[src/sv/tjd_pkg.sv]
// Shared types and constants of the threshold job dispatcher.
`timescale 1ns / 1ps
package tjd_pkg;

    localparam int WORKER_SLOTS = 4;
    localparam int SLOT_W       = 2;
    localparam int TAG_W        = 8;
    localparam int TAG_SLOTS    = 256;
    localparam int CLIENT_W     = 16;
    localparam int LOAD_W       = 8;
    localparam int WCOUNT_W     = 3;
    localparam int GROW_W       = 6;
    localparam int CFG_W        = 8;
    localparam int CFG_IDX_W    = 2;
    localparam int IN_DATA_W    = 32;
    localparam int IN_USER_W    = 4;
    localparam int OUT_DATA_W   = 32;
    localparam int OUT_USER_W   = 3;

    typedef enum logic [1:0] {
        CMD_REQUEST  = 2'd0,
        CMD_RESPONSE = 2'd1,
        CMD_ONLINE   = 2'd2,
        CMD_TICK     = 2'd3
    } cmd_t;

    localparam logic [1:0] CLS_PRIORITY = 2'd1;
    localparam logic [1:0] CLS_PROJECT  = 2'd2;

    typedef enum logic [2:0] {
        KIND_DISPATCH = 3'd0,
        KIND_RESPOND  = 3'd1,
        KIND_START    = 3'd2,
        KIND_KILL     = 3'd3,
        KIND_FILLED   = 3'd4,
        KIND_QUEUED   = 3'd5,
        KIND_NO_SLOT  = 3'd6,
        KIND_DROPPED  = 3'd7
    } kind_t;

    localparam logic [CFG_IDX_W-1:0] CFG_WORKER_COUNT   = 2'd0;
    localparam logic [CFG_IDX_W-1:0] CFG_MAIN_LIMIT     = 2'd1;
    localparam logic [CFG_IDX_W-1:0] CFG_WORKER_LIMIT   = 2'd2;
    localparam logic [CFG_IDX_W-1:0] CFG_GROW_THRESHOLD = 2'd3;

    typedef enum logic [3:0] {
        ACT_NONE,
        ACT_CAPTURE,
        ACT_DISP_PRIO,
        ACT_DISP_NORMAL_NEW,
        ACT_DISP_PROJECT_NEW,
        ACT_DISP_NORMAL_Q,
        ACT_DISP_PROJECT_Q,
        ACT_NQ_PUSH,
        ACT_PQ_PUSH,
        ACT_START,
        ACT_RESPOND,
        ACT_ONLINE,
        ACT_KILL_STEP,
        ACT_FLUSH
    } action_t;

    typedef enum logic [3:0] {
        ST_IDLE,
        ST_DECODE,
        ST_NQ_PUSH,
        ST_GROW,
        ST_RSP,
        ST_NQ_CHK,
        ST_NQ_GO,
        ST_PQ_CHK,
        ST_PQ_GO,
        ST_REQ_PROJ,
        ST_START_PQ,
        ST_PQ_PUSH,
        ST_KILL,
        ST_FLUSH
    } state_t;

    typedef struct packed {
        action_t action;
    } dp_cmd_t;

    typedef struct packed {
        cmd_t       command;
        logic [1:0] req_class;
        logic       can_emit;
        logic       pend_valid;
        logic       out_free;
        logic       prio_ok;
        logic       normal_found;
        logic       project_found;
        logic       nq_nonempty;
        logic       pq_nonempty;
        logic       start_ok;
        logic       grow_hit;
        logic       rsp_ok;
        logic       kill_more;
        logic       kill_hit;
    } dp_status_t;

endpackage

[src/sv/tjd_ctrl.sv]
// Sequencing state machine of the threshold job dispatcher.
`timescale 1ns / 1ps
module tjd_ctrl (
    input  logic                aclk,
    input  logic                aresetn,
    input  logic                s_tvalid,
    output logic                s_tready,
    input  tjd_pkg::dp_status_t status,
    output tjd_pkg::dp_cmd_t    cmd
);
    import tjd_pkg::*;

    state_t state_reg;
    state_t state_next;

    always_ff @(posedge aclk) begin
        if (!aresetn) begin
            state_reg <= ST_IDLE;
        end else begin
            state_reg <= state_next;
        end
    end

    always_comb begin
        state_next = state_reg;
        unique case (state_reg)
            ST_IDLE: begin
                if (s_tvalid) state_next = ST_DECODE;
            end
            ST_DECODE: begin
                unique case (status.command)
                    CMD_REQUEST: begin
                        if (status.req_class == CLS_PROJECT) begin
                            state_next = ST_PQ_CHK;
                        end else if ((status.req_class == CLS_PRIORITY && status.prio_ok)
                                     || status.normal_found) begin
                            if (status.can_emit) state_next = ST_FLUSH;
                        end else begin
                            state_next = ST_NQ_PUSH;
                        end
                    end
                    CMD_RESPONSE: state_next = ST_RSP;
                    CMD_ONLINE: begin
                        if (status.can_emit) state_next = ST_FLUSH;
                    end
                    CMD_TICK: state_next = ST_NQ_CHK;
                    default: state_next = ST_FLUSH;
                endcase
            end
            ST_NQ_PUSH: begin
                if (status.can_emit) state_next = ST_GROW;
            end
            ST_GROW: begin
                if (!(status.grow_hit && status.start_ok) || status.can_emit) begin
                    state_next = ST_FLUSH;
                end
            end
            ST_RSP: begin
                if (!status.rsp_ok || status.can_emit) state_next = ST_FLUSH;
            end
            ST_NQ_CHK: begin
                if (status.nq_nonempty && status.normal_found) state_next = ST_NQ_GO;
                else state_next = ST_PQ_CHK;
            end
            ST_NQ_GO: begin
                if (status.can_emit) state_next = ST_NQ_CHK;
            end
            ST_PQ_CHK: begin
                if (status.pq_nonempty && status.project_found) begin
                    state_next = ST_PQ_GO;
                end else if (status.command == CMD_REQUEST) begin
                    state_next = ST_REQ_PROJ;
                end else begin
                    state_next = ST_KILL;
                end
            end
            ST_PQ_GO: begin
                if (status.can_emit) state_next = ST_PQ_CHK;
            end
            ST_REQ_PROJ: begin
                if (!status.project_found) state_next = ST_START_PQ;
                else if (status.can_emit) state_next = ST_FLUSH;
            end
            ST_START_PQ: begin
                if (!status.start_ok || status.can_emit) state_next = ST_PQ_PUSH;
            end
            ST_PQ_PUSH: begin
                if (status.can_emit) state_next = ST_FLUSH;
            end
            ST_KILL: begin
                if (!status.kill_more) state_next = ST_FLUSH;
            end
            ST_FLUSH: begin
                if (!status.pend_valid || status.out_free) state_next = ST_IDLE;
            end
            default: state_next = ST_IDLE;
        endcase
    end

    always_comb begin
        cmd.action = ACT_NONE;
        s_tready   = 1'b0;
        unique case (state_reg)
            ST_IDLE: begin
                s_tready = 1'b1;
                if (s_tvalid) cmd.action = ACT_CAPTURE;
            end
            ST_DECODE: begin
                if (status.command == CMD_REQUEST && status.req_class != CLS_PROJECT
                    && status.can_emit) begin
                    if (status.req_class == CLS_PRIORITY && status.prio_ok) begin
                        cmd.action = ACT_DISP_PRIO;
                    end else if (status.normal_found) begin
                        cmd.action = ACT_DISP_NORMAL_NEW;
                    end
                end else if (status.command == CMD_ONLINE && status.can_emit) begin
                    cmd.action = ACT_ONLINE;
                end
            end
            ST_NQ_PUSH: begin
                if (status.can_emit) cmd.action = ACT_NQ_PUSH;
            end
            ST_GROW: begin
                if (status.grow_hit && status.start_ok && status.can_emit) begin
                    cmd.action = ACT_START;
                end
            end
            ST_RSP: begin
                if (status.rsp_ok && status.can_emit) cmd.action = ACT_RESPOND;
            end
            ST_NQ_GO: begin
                if (status.can_emit) cmd.action = ACT_DISP_NORMAL_Q;
            end
            ST_PQ_GO: begin
                if (status.can_emit) cmd.action = ACT_DISP_PROJECT_Q;
            end
            ST_REQ_PROJ: begin
                if (status.project_found && status.can_emit) cmd.action = ACT_DISP_PROJECT_NEW;
            end
            ST_START_PQ: begin
                if (status.start_ok && status.can_emit) cmd.action = ACT_START;
            end
            ST_PQ_PUSH: begin
                if (status.can_emit) cmd.action = ACT_PQ_PUSH;
            end
            ST_KILL: begin
                if (status.kill_more && (!status.kill_hit || status.can_emit)) begin
                    cmd.action = ACT_KILL_STEP;
                end
            end
            ST_FLUSH: begin
                if (status.pend_valid && status.out_free) cmd.action = ACT_FLUSH;
            end
            default: cmd.action = ACT_NONE;
        endcase
    end

endmodule

[config.mk]
export PLATFORM = sky130hd
export DESIGN_NAME = tjd_ctrl
export DESIGN_NICKNAME = d
export VERILOG_FILES = /design/src/sv/tjd_pkg.sv /design/src/sv/tjd_ctrl.sv
export SDC_FILE = /design/constraint.sdc
export NUM_CORES = 1
export LEC_CHECK = 0
export ABC_CLOCK_PERIOD_IN_PS = 1800
export BUFFER_PORTS_ARGS = -buffer_cell sky130_fd_sc_hd__buf_4
export CORE_UTILIZATION = 25
export CTS_CLUSTER_SIZE = 40
export DETAILED_ROUTE_END_ITERATION = 8
export PLACE_DENSITY_LB_ADDON = 0.05
export SYNTH_ARGS = -nofsm -noshare
export SYNTH_HDL_FRONTEND = slang
export SYNTH_SLANG_ARGS = --single-unit
export TNS_END_PERCENT = 20
[constraint.sdc]
create_clock -name aclk -period 1.8 [get_ports aclk]
set_clock_uncertainty 0.15 [all_clocks]
set_input_delay 0.36 -clock aclk [delete_from_list [all_inputs] [get_ports aclk]]
set_output_delay 0.36 -clock aclk [all_outputs]
set_load 0.02 [all_outputs]
==> impl_results.md, run 1 <==
* Status: finished with violations
* Failing checks: setup timing
* I/O pins at 25
* Core ar. at 3100 sq um
* Post-synth net total at between 100 and 150
* Sequential Power Share at 12.8%
* Area Growth Syn to Fin at 60.7%
* Top cells by area, synth: dfxtp_1 9.7%, a21oi_1 6.7%, nand2_1 5.0%
* Vias at roughly 1100
* Global Route Usage Sum at roughly 17%
* RSZ-0062 raised after global routing: yes
* Yosys reg bits at 4
* Least-Margin Pin Slew at about 0.38 ns
* Syn Std Cell Area at 825 sq um
* Multi-input logic area at a little over 700 sq um
* IO buf count at 24
* Synth cell types at between 40 and 50
* Asr flop ratio synth at 0%
* Maximum clock frequency at between 0.4 and 0.5 GHz
* Setup crit end kind: primary output
* DRT Wirelength at between 2000 and 3000 um
* Final period util at 114%
* Number of flops mapped to enable cells by yosys at 0
* Worst setup margin at -0.257 ns
* Post-layout power at between 1500 and 2000 uW
* Worst Path Required at approximately 1.3 ns
* Max clock buf depth at 2
* Setup Total Neg Slack at -0.982 ns
* Worst path top cell family by delay: compound AO/OA/AOI/OAI gates
* Dpl hpwl at 2280 um
* Clock Latency Late Sink at 0.23 ns
* Top FF cell, synth: dfxtp_1
* Cell-internal power at a little under 900 uW
* Via-to-Cell Ratio at ~5
* Share of layout cells above drive strength 1 at roughly half
* CTS clk-pin slew, worst paths at approximately 0.03 ns
* Initial Util at a little over a quarter
* Leading cell types in the layout, fill and taps excluded: 52 x buf_4, 10 x nand2_1, 8 x a21oi_1
* Final Setup Violations at 4
* Setup Crit Path Kind: register to primary output
* Clock root buffer: clkbuf_4
* Leading cell type in the layout, fill and taps excluded: buf_4
* Warnings from Yosys at 0
* Crit start category: register
* Cell taking the most area after synthesis: dfxtp_1
* Pre-CTS WS at -0.164 ns
* Antenna violations before repair at 0
* Post-route DRC at 0
* CP max stage delay at between 0.4 and 0.5 ns
* Placed Cells at 203
* Maxcap violations at 0
* Number of buffers created by CTS at 3
* First-pass DRT Iterations at 4
* Final Hold Fails at 0
* HP Class: input port to register
* Routed len/inst at approximately 14 um
* Share of the synthesized area in the top cell type at approximately a tenth
* Crit-path cells: inv_2 -> a21oi_2 -> o32ai_1 -> o2bb2ai_2 -> a221o_1 -> buf_4
* CP max stage cell: dfxtp_4
* First-pass GRT wire length at ~4500 um
* Post-synthesis cell count at roughly 120
* Diodes inserted at 0
* Initial DRC Count at 42
* CTS tree: built
* Reg area at ~90 sq um
* Filler cell count at 331
* Clock Sinks at 4
* Pleak at about 0.00057 uW
* Combinational fraction of design power at between 80% and 90%
* # rows at 20
* Max FO, Critical Path at 7
* Slew Limit Fails at 0
* P_sw at between 700 and 800 uW
* Sequential share of the synthesized area at under 10%
* Final Non-Filler Cells at just over 200
* Gpl congestion at 0.810
* Pwr Density at 1210 nW/um^2
* Largest net degree at the start of global routing at 10
* Bufs and invs on worst path at 2
* Vias in the first global route at 1040
* Die Width at about 60 um
* Grt ovf at 0
* Critical Path AT at approximately 1.6 ns
* Max FFs per register at 4
* Die height at between 50 and 60 um
* Final #Nets at 184
* Avg Cell Area, Syn at around 7.2 sq um
* Htree depth at 1
* Final core utilization at ~43%
* Clock share of power at 6.7%
* Max_slew headroom at 74.4%
* Peak supply drop at around 0.3 mV
* Crit path time final at between 2 and 2.5 ns
* Die area at about 3500 sq um
* Detail Route Antenna Nets at 0
* Sw Ratio at 45.6%
-- area by class of cell --
type / count / share of cell area, %
well taps: 44 / 4.15
repair buffers: 54 / 31.2
flip-flops and latches: 4 / 6.80
clock buffers: 3 / 1.70
multi-input cells: 93 / 53.9
inverters: 8 / 2.27
-- timing repair --
item / in CTS / in global routing
setup endpoints to repair: 9 / 9
gates resized for setup: 13 / 8
hold buffers: 0 / 0
buffers inserted: 0 / 0
pin swaps: 4 / 8
-- worst register-to-register path, stage by stage (launching register included) --
cell	delay (ns)
dfxtp_2	0.35
nand2b_4	0.17
or3_4	0.40
buf_4	0.15
o32a_4	0.23
a21oi_1	0.15
a311oi_1	0.06
-- layer usage --
layer,GRT usage (%),share of wire (%),vias to the layer above
li1,-,-,527
met1,21.8,47,492
met2,29.1,47,33
met3,4.15,4.4,4
met4,1.70,1.3,0
met5,0,0,-
-- stage by stage --
step / hold WS [ns] / area, sq um
floorplan: 0.337 / 845
global placement: 0.410 / 1220
detailed placement: 0.416 / 1220
CTS: 0.249 / 1290
global route: 0.276 / 1330
finish: 0.257 / 1330
-- synth_stat cells (3+ instances only) --
| cell type | number |
|---|---|
| buf_2 | 3 |
| nand2b_1 | 3 |
| nand2_1 | 11 |
| a31oi_1 | 3 |
| o22ai_1 | 5 |
| dfxtp_1 | 4 |
| nor2_1 | 9 |
| a21oi_1 | 11 |
| o32ai_1 | 3 |
| nor3_1 | 5 |
| inv_1 | 7 |
| o21ai_0 | 4 |
| nand3b_1 | 3 |
-- power by group through the flow --
| stage | Clock, uW | Sequential (uW) | Combinational, uW |
|---|---|---|---|
| finish | 108 | 206 | 1290 |
| floorplan | 0 | 146 | 814 |
| detailed placement | 0 | 199 | 1180 |
| global placement | 0 | 199 | 1190 |
| global route | 122 | 216 | 1380 |
| CTS | 113 | 209 | 1230 |
-- final timing paths --
path / start / endpoint / slack, ns / depth (start not counted)
worst max-delay path: state_reg[3] / cmd[0] / -0.26 / 6
worst min-delay path: aresetn / state_reg[1] / 0.26 / 3
worst min register to register: state_reg[0] / state_reg[0] / 0.37 / 2
worst max register to register: state_reg[1] / state_reg[1] / 0.02 / 6
-- logic make-up (layout without fill, tap and decap cells) --
family / count (synthesis) / count (layout) / share of synthesized area, %
AOI/OAI and AO/OA: 47 / 47 / 42.2
xor gates and xnor gates: 1 / 1 / 1.06
buffers and inverters: 18 / 65 / 13.0
DFF: 4 / 4 / 9.71
muxes: 1 / 1 / 1.21
and+or+nand+nor: 44 / 44 / 32.8
Note: power is estimated with default switching activity, not from simulation.
==> run 2: changes to the inputs <==
--- a/config.mk
+++ b/config.mk
@@ -5,7 +5,7 @@
 export SDC_FILE = /design/constraint.sdc
 export NUM_CORES = 1
 export LEC_CHECK = 0
-export ABC_CLOCK_PERIOD_IN_PS = 1800
+export ABC_CLOCK_PERIOD_IN_PS = 1700
 export BUFFER_PORTS_ARGS = -buffer_cell sky130_fd_sc_hd__buf_4
 export CORE_UTILIZATION = 25
 export CTS_CLUSTER_SIZE = 40
==> constraint.sdc (replaced) <==
create_clock -name aclk -period 1.7 [get_ports aclk]
set_clock_uncertainty 0.15 [all_clocks]
set_input_delay 0.34 -clock aclk [delete_from_list [all_inputs] [get_ports aclk]]
set_output_delay 0.34 -clock aclk [all_outputs]
set_load 0.02 [all_outputs]
==> impl_results.md, run 2 (synthesis gave the netlist of run 1 again) <==
* Status: finished with violations
* Failing checks: setup timing
* Post-route DRC at 0
* Pwr Density at around 1300 nW/um^2
* Post-layout power at between 1500 and 2000 uW
* Hold Crit Depth at 3
* Detail Route Antenna Nets at 0
* Clock Latency Late Sink at 0.24 ns
* DRT Wirelength at between 2000 and 3000 um
* First-pass GRT wire length at 4770 um
* Leading cell type in the layout, fill and taps excluded: buf_4
* Setup Crit Path Kind: register to primary output
* First-pass DRT Iterations at 4
* Slew Limit Fails at 0
* Die Width at 59.4 um
* Final instance area at 1390 sq um
* IO buf count at 24
* Crit start category: register
* CP max stage cell: dfxtp_4
* Clock Sinks at 4
* Share of layout cells above drive strength 1 at 53.0%
* Reg area at roughly 93 sq um
* I/O pins at 25
* Worst Path Required at between 1 and 1.5 ns
* Vias in the first global route at about 1000
* Final #Nets at 190
* Setup crit end kind: primary output
* Max FFs per register at 4
* Pleak at about 0.00061 uW
* Gpl congestion at around 0.80
* Cts hold-fix bufs at 0
* Leading cell types in the layout, fill and taps excluded: 55 x buf_4, 11 x a21oi_1, 10 x nand2_1
* Final Setup Violations at 9
* Grt ovf at 0
* # rows at 20
* CTS clk-pin slew, worst paths at approximately 0.040 ns
* Cell-internal power at ~1000 uW
* Via-to-Cell Ratio at approximately 5.0
* RSZ-0062 raised after global routing: yes
* Clock share of power at 6.7%
* Antenna violations before repair at 0
* Critical Path AT at roughly 1.5 ns
* Maxcap violations at 0
* Crit-path cells: inv_2 -> a21oi_4 -> o32ai_2 -> o2bb2ai_2 -> a221o_1 -> buf_6
* Combinational fraction of design power at approximately four fifths
* Routed len/inst at approximately 14 um
* Initial DRC Count at 31
* RR Endpoint: state_reg[1]
* Maximum clock frequency at between 0.4 and 0.5 GHz
* Initial Util at 26.6%
* Global Route Usage Sum at between 10% and 20%
* Least-Margin Pin Slew at 0.284 ns
* Diodes inserted at 0
* Hold path start: aresetn
* Max clock buf depth at 2
* Clock root buffer: clkbuf_4
* Placed inst area at around 1200 sq um
* Reg2Reg Depth at 7
* Die area at 3530 sq um
* Max FO, Critical Path at 7
* P_sw at about 800 uW
* CTS tree: built
* Dpl hpwl at 2320 um
* Die height at about 59 um
* CP max stage delay at between 0.4 and 0.5 ns
* Area Growth Syn to Fin at 68.4%
* Multi-input logic area at 716 sq um
* Largest net degree at the start of global routing at 12
* Vias at between 1000 and 1500
* Crit path time final at just over 2 ns
* HP Class: input port to register
* R2R setup slack at -0.06 ns
* Worst setup margin at -0.313 ns
* Core ar. at 3100 sq um
* Number of buffers created by CTS at 3
* Sw Ratio at between 40 and 50%
* Peak supply drop at around 0.26 mV
* R2R Path Start: state_reg[1]
* Final period util at 118%
* Setup Total Neg Slack at -1.42 ns
* Filler cell count at 348
* Max_slew headroom at just over 80%
* Final Hold Fails at 0
* Sequential Power Share at around 13%
* Htree depth at 1
* Hold endpoint: state_reg[1]
## run 2: critical path: cells and delay by family, from the launching register on
family	cells	cell delay, ns
flops	1	0.41
buf+inv	2	0.20
compound gates	4	0.68
## run 2: layout make-up
class	count	share of cell area [%]
flip-flops and latches	4	6.67
well taps	44	3.96
clock buffers	3	1.62
repair buffers	60	34.1
multi-input cells	93	51.5
inverters	8	2.16
## run 2: repair_timing
action	4_1_cts	5_1_grt
pin swaps	5	7
buffers inserted	1	2
resized for setup	14	12
setup endpoints to repair	9	9
## run 2: how the worst max path moves through the flow
stage,slack [ns],end,depth (start not counted),start
after CTS,-0.33,cmd[0],6,state_reg[3]
final,-0.31,cmd[0],6,state_reg[3]
after global placement,-0.26,cmd[0],6,status[14]
after detailed placement,-0.23,cmd[0],6,status[14]
after floorplan,-0.09,cmd[0],4,state_reg[0]
after global routing,-0.38,cmd[3],7,state_reg[1]
## run 2: power groups by stage
stage                     logic [uW]  clock network [uW]  registers (uW)
after global placement          1290                   0             208
after CTS                       1360                 128             228
final                           1460                 122             230
after global routing            1580                 134             236
after floorplan                  862                   0             154
after detailed placement        1280                   0             212
## run 2: layer usage
layer	GRT usage (%)	wire length [um]	part of all wire, %	vias up
met5	0	0	0	-
met4	3.74	31	1.1	0
met3	4.15	135	4.6	4
met2	29.5	1370	47	32
met1	24.2	1400	48	480
li1	-	-	-	542
## run 2: stage by stage
stage	cells	worst slack (ns)	hold WS [ns]	util, %
6_report	212	-0.313	0.237	44.8
5_1_grt	212	-0.385	0.232	44.8
4_1_cts	210	-0.331	0.226	42.7
3_5_place_dp	206	-0.228	0.437	40.2
3_3_place_gp	206	-0.263	0.426	40.2
2_1_floorplan	115	-0.0891	0.317	-
